**config.mk**
```make
export PLATFORM = sky130hd
export DESIGN_NAME = nmt_ctrl
export DESIGN_NICKNAME = d
export VERILOG_FILES = /design/src/hw/rtl/nmt_pkg.sv /design/src/hw/rtl/nmt_ctrl.sv
export SDC_FILE = /design/constraint.sdc
export NUM_CORES = 1
export LEC_CHECK = 0
export CAP_MARGIN = 0
export CORE_AREA = 10 10 47 49
export CTS_CLUSTER_DIAMETER = 60
export CTS_CLUSTER_SIZE = 30
export DETAILED_ROUTE_END_ITERATION = 7
export DIE_AREA = 0 0 57 59
export DONT_BUFFER_PORTS = 1
export SKIP_CTS_REPAIR_TIMING = 1
export SYNTH_ARGS = -nofsm -noshare
export SYNTH_HDL_FRONTEND = slang
export SYNTH_SLANG_ARGS = --single-unit
export TNS_END_PERCENT = 50
```
**constraint.sdc**
```tcl
create_clock -name clk -period 3.7 [get_ports clk]
set_input_delay 0.74 -clock clk [delete_from_list [all_inputs] [get_ports clk]]
set_output_delay 0.74 -clock clk [all_outputs]
set_load 0.02 [all_outputs]
```
**src/hw/rtl/nmt_pkg.sv**
```systemverilog
// Package for the NAT mapping table: widths, codes and defaults.
package nmt_pkg;

    localparam int TABLE_DEPTH_DEF = 64;

    // Operation codes
    localparam logic [1:0] MODE_LKP_IN  = 2'd0;
    localparam logic [1:0] MODE_LKP_OUT = 2'd1;
    localparam logic [1:0] MODE_INSERT  = 2'd2;
    localparam logic [1:0] MODE_TICK    = 2'd3;

    // Status codes
    localparam logic [2:0] ST_MISS     = 3'd0;
    localparam logic [2:0] ST_HIT      = 3'd1;
    localparam logic [2:0] ST_INSERTED = 3'd2;
    localparam logic [2:0] ST_FULL     = 3'd3;
    localparam logic [2:0] ST_TICK     = 3'd4;

    // Register indexes
    localparam logic [1:0] REG_ICMP_LIMIT = 2'd0;
    localparam logic [1:0] REG_TCP_LIMIT  = 2'd1;
    localparam logic [1:0] REG_ICMP_BASE  = 2'd2;
    localparam logic [1:0] REG_TCP_BASE   = 2'd3;

    localparam logic [15:0] ICMP_LIMIT_RST = 16'd60;
    localparam logic [15:0] TCP_LIMIT_RST  = 16'd7440;
    localparam logic [15:0] ICMP_BASE_RST  = 16'd1024;
    localparam logic [15:0] TCP_BASE_RST   = 16'd1024;

    localparam int ENTRY_W = 1 + 32 + 16 + 16 + 32 + 32;

    // One stored mapping
    typedef struct packed {
        logic        proto;
        logic [31:0] addr;
        logic [15:0] iport;
        logic [15:0] oport;
        logic [31:0] last_seen;
        logic [31:0] serial;
    } entry_t;

    // Controller to datapath
    typedef struct packed {
        logic start;     // latch request, clear scan results
        logic rd_en;     // read entry at scan index
        logic commit;    // apply operation result
        logic out_load;  // load result register
    } ctl_cmd_t;

    // Datapath to controller
    typedef struct packed {
        logic scan_last; // read index is at the last slot
    } dp_stat_t;

endpackage

```
**src/hw/rtl/nmt_ctrl.sv**
```systemverilog
// Controller state machine sequencing the slot scan of one transaction.
module nmt_ctrl (
    input  logic             clk,
    input  logic             rst_n,
    input  logic             in_valid,
    output logic             in_stall,
    output logic             out_valid,
    input  logic             out_stall,
    input  nmt_pkg::dp_stat_t stat,
    output nmt_pkg::ctl_cmd_t cmd
);
    import nmt_pkg::*;

    localparam logic [1:0] S_IDLE = 2'd0;
    localparam logic [1:0] S_SCAN = 2'd1;
    localparam logic [1:0] S_LAST = 2'd2;
    localparam logic [1:0] S_DONE = 2'd3;

    logic [1:0] state_reg, state_next;
    logic       ovalid_reg, ovalid_next;
    logic       accept;

    assign accept    = in_valid && !in_stall;
    assign in_stall  = (state_reg != S_IDLE);
    assign out_valid = ovalid_reg;

    // Next state and commands
    always_comb
    begin
        state_next  = state_reg;
        ovalid_next = ovalid_reg;
        cmd         = '0;
        if (ovalid_reg && !out_stall)
        begin
            ovalid_next = 1'b0;
        end
        unique case (state_reg)
            S_IDLE:
            begin
                if (accept)
                begin
                    cmd.start  = 1'b1;
                    state_next = S_SCAN;
                end
            end
            S_SCAN:
            begin
                cmd.rd_en = 1'b1;
                if (stat.scan_last)
                begin
                    state_next = S_LAST;
                end
            end
            S_LAST:
            begin
                // last entry read is evaluated in this cycle
                state_next = S_DONE;
            end
            S_DONE:
            begin
                if (!ovalid_reg || !out_stall)
                begin
                    cmd.commit   = 1'b1;
                    cmd.out_load = 1'b1;
                    ovalid_next  = 1'b1;
                    state_next   = S_IDLE;
                end
            end
            default: state_next = S_IDLE;
        endcase
    end

    always_ff @(posedge clk or negedge rst_n)
    begin
        if (!rst_n)
        begin
            state_reg  <= S_IDLE;
            ovalid_reg <= 1'b0;
        end
        else
        begin
            state_reg  <= state_next;
            ovalid_reg <= ovalid_next;
        end
    end

`ifndef ASSERT_OFF
    a_no_accept_busy: assert property (@(posedge clk) disable iff (!rst_n)
        (state_reg != S_IDLE) |-> !accept)
        else $error("accepted while busy");
    a_start_scans: assert property (@(posedge clk) disable iff (!rst_n)
        cmd.start |=> (state_reg == S_SCAN))
        else $error("start did not begin scan");
    a_load_valid: assert property (@(posedge clk) disable iff (!rst_n)
        cmd.out_load |=> out_valid)
        else $error("result not presented");
`endif
endmodule

```
**Word-level counts from Yosys, hierarchy flattened**

Index checks and enable logic that the tools add are counted.

- Equal/unequal tests: 6
- Multiplexer cells: 12
- Reductions and logical operators: 9

Operator list:

| cell | count |
|---|---|
| 2-bit 2-to-1 mux | 5 |
| 2-bit case mux with 4 select lines | 1 |
| 1-bit 2-to-1 mux | 6 |
| 2-bit != test (second input constant) | 3 |
| 2-bit equality test (second input constant) | 2 |
| 1-bit zero test | 3 |
| 3-bit AND reduction | 1 |
| 2-bit by 1-bit equality test with 1-bit output (second input constant) | 1 |
| 1-bit logical AND | 2 |
| 2-bit zero test | 1 |
| 2-bit nonzero test | 1 |
| 1-bit logical OR | 1 |

- Register bits after elaboration: 3
- Input port bits: 5
- Output and inout bits: 6
- Logic and storage cells: 29

**Depth between registers and ports, before layout**

- Depth after elaboration: 5
- Mapped depth: 5
- Depth with buffers taken out: 5

**Worst setup path before layout**

No wires, ideal clock.

- Path type: input to output
- Start point: input out_stall
- End point: output cmd[1] (netlist bit)
- Arrival time: 1.542 ns
- Data required time: 2.960 ns
- Slack: 1.418 ns
- Stages: 2
- Path buffers: 1
- Cells stage by stage: a21boi_0 -> buf_4

RTL lines:

| item | line | source |
|---|---|---|
| start: declaration | nmt_ctrl.sv:8 | `input logic out_stall,` |
| end: declaration | nmt_ctrl.sv:10 | `output nmt_pkg::ctl_cmd_t cmd` |

**Worst setup path after layout**

- Start point: register state_reg[1]
- End point: output cmd[1] (netlist bit)

- Word-level cells in the longest chain between the ends: 2

Ends and longest elaborated chain:

| item | line | source |
|---|---|---|
| start: declaration | nmt_ctrl.sv:19 | `logic [1:0] state_reg, state_next;` |
| start signal: assignment | nmt_ctrl.sv:82 | `state_reg <= state_next;` |
| 2-bit equality test | nmt_ctrl.sv:37 | `unique case (state_reg)` |
| 2-bit 2-to-1 mux | nmt_ctrl.sv:37 |  |

Every way passes these cells.

==> flow_summary_export.csv <==
group,metric,value,unit
cts,clk_path_buf_depth,2,
cells_and_area,finalNetCount,36,
logic_synthesis,synth_top_area_cell,"dfrtp_1",
outcome,status,"completed",
global_routing,grt_pass1_vias,191,
logic_synthesis,syn_inst,21,
setup_path,slowest_delay,0.38,ns
setup_path,reg2reg_from,"state_reg[1]",
logic_synthesis,yosys-top-cells-area,"dfrtp_1 30%, ha_1 25%, o221ai_4 11%, mux2_4 6.0%, mux2i_1 4.0%",
routing,vias_per_cell,4.05,
power_and_ir_drop,p_seq_share,24.6,%
timing,fmax,0.506,GHz
cts,cts_made_buffers,3,
power_and_ir_drop,p_sw_share,46.3,%
timing,rsz0062_at_grt,"false",
power_and_ir_drop,peakVddDrop,0.189,mV
setup_path,cp-start-kind,"flip-flop",
timing,fin_hold_ws,0.195,ns
timing,fin_skew,0.000292,ns
setup_path,worst-path-buf-inv,1,
routing,first_pass_iters,1,
timing,period_minus_slack,1.98,ns
cells_and_area,syn_to_final_growth,18.6,%
floorplan,initial_core_util,17.8,%
floorplan,dieHeight,59,µm
global_routing,grt_first_pass_wirelength,821,µm
logic_synthesis,ys_ff_latch,3,
routing,post-route-drc-count,0,
setup_path,critical_path.max_fanout,4,
floorplan,dieArea,0.00336,mm²
power_and_ir_drop,leakagePower,0.142,nW
power_and_ir_drop,power.density,1040,mW/mm²
power_and_ir_drop,p_sw,0.000142,W
setup_path,cp_slowest_cell,"dfrtp_1",
cts,clock-sinks,3,
setup_path,r2r_end,"state_reg[1]",
setup_path,rr_worst_depth,5,
floorplan,row_count,14,
logic_synthesis,synth-seq-area-share,30.2,%
timing,slew_viol_final,0,
global_routing,antenna_found_initial,0,
cells_and_area,multi_input_area,150,µm²
hold_path,min_path_type,"input pin to async pin",
global_routing,grt.overflow.total,0,
cells_and_area,seq_area,75.1,µm²
cts,root_buffer,"clkbuf_4",
power_and_ir_drop,power_frac_clock,19.8,%
timing,max_slew_margin,80.7,%
routing,drtIter0Drc,0,
setup_path,critPathTopFamily,"flip-flops",
global_routing,grt_usage,3.72,%
floorplan,fp.dieW,57,µm
placed_design,place_congestion,0.641,
floorplan,io_pins,11,
power_and_ir_drop,internal_power,0.000165,W
cells_and_area,n_antenna_cell,0,
logic_synthesis,synth_edf_count,0,
cells_and_area,layout-drive-gt1-share,40.0,%
floorplan,core-area,0.00140,mm²
logic_synthesis,synth_async_sr_flop_share,100,%
setup_path,cp.required,2.96,ns
cts,path_clk_slew,0.04,ns
setup_path,crit_type,"flip-flop to output port",
power_and_ir_drop,power_frac_comb,55.6,%
cells_and_area,nFillCells,158,
logic_synthesis,avgSynthCellArea,11.9,µm²
placed_design,portBuffers,0,
routing,via_count,166,
logic_synthesis,yosysUniqueCellTypes,14,
logic_synthesis,synth-main-ff-cell,"dfrtp_1",
placed_design,hpwl,398,µm
setup_path,worstSetupEndpointType,"output port",
logic_synthesis,yosysMostFrequentCell,"ha_1",
logic_synthesis,netlist_area,249,µm²
cells_and_area,largest_reg_flops,2,
timing,fin_crit_sh,53.4,%
routing,wire_per_inst,12.4,µm
setup_path,reg2reg_slack,2.09,ns
timing,tightestPinTransition,0.289,ns
logic_synthesis,syn_nets,31,
run,max_cap_viol_count,0,
timing,finalSetupTns,0,ns
cts,clk_latency,0.24,ns
setup_path,cp.arrival,1.24,ns
logic_synthesis,synth_common_cells,"5 x ha_1, 3 x dfrtp_1, 2 x inv_1",
setup_path,path_cells,"ha_1 -> a21boi_0 -> buf_4",
logic_synthesis,yosysTopAreaCellShare,30.2,%
routing,drt-total-wl,509,µm
cts,htree_num_levels,1,
logic_synthesis,yosys_warnings,0,
timing,hold_violations,0,
power_and_ir_drop,power,0.000307,W
routing,ant_nets,0,
global_routing,grt_max_degree,5,
cts,cts_tree,"yes",
timing,finalSetupViolCount,0,
how the worst max path moves through the flow:
stage               slack [ns]         start  endpoint  cells after the start
finish                    1.72  state_reg[1]    cmd[1]                      3
global route              1.58  state_reg[1]    cmd[0]                      3
CTS                       1.70  state_reg[1]    cmd[1]                      3
detailed placement        1.87     out_stall    cmd[1]                      2
global placement          1.89     out_stall    cmd[0]                      2
floorplan                 1.42     out_stall    cmd[1]                      2
power by group through the flow:
stage | Clock, W | Combinational (W) | Sequential, W
floorplan | 0 | 0.000153 | 0.0000718
global placement | 0 | 0.000169 | 0.0000771
detailed placement | 0 | 0.000171 | 0.0000774
CTS | 0.0000640 | 0.000175 | 0.0000769
global route | 0.0000660 | 0.000187 | 0.0000799
finish | 0.0000606 | 0.000171 | 0.0000755
placed cells by master, fill, tap and decap left out:
cell type and n:
buf_4 1, nand3_2 1, nor2_1 1, inv_1 2, clkinv_2 1, mux2_4 1, mux2i_1 1, a21boi_0 1
a21o_1 1, ha_1 5, clkbuf_1 1, o221ai_4 1, and2_2 1, inv_2 1, dfrtp_1 3, clkbuf_4 3
kinds of logic (layout without fill, tap and decap cells):
| group | after synthesis | after routing | synth area share [%] |
|---|---|---|---|
| fa+ha+maj | 5 | 5 | 25.1 |
| buf+inv | 5 | 9 | 9.55 |
| compound gates | 3 | 3 | 16.6 |
| flops | 3 | 3 | 30.1 |
| simple gates | 3 | 3 | 8.54 |
| mux | 2 | 2 | 10.0 |
through the flow:
step	util (%)	cells	area, µm²	worst slack [ns]
2_1_floorplan	-	21	249	1.42
3_3_place_gp	19.2	37	269	1.89
3_5_place_dp	19.2	37	269	1.87
4_1_cts	21.1	41	295	1.70
5_1_grt	21.1	41	295	1.58
6_report	21.1	41	295	1.72
final cells by class:
type                    instances  area share (%)
multi-input cells              13            50.8
flip-flops and latches          3            25.4
clock buffers                   4            8.90
well taps                      16            6.78
inverters                       4            5.51
repair buffers                  1            2.54
metal layers:
metal	track usage [%]	up-vias	routed length, µm	share of wire [%]
met2	4.96	15	235	46
met1	2.15	74	145	28
met5	0	-	0	0
li1	-	74	-	-
met4	6.04	0	29	5.7
met3	3.86	3	99	19
(Power assumes the default switching activity.)
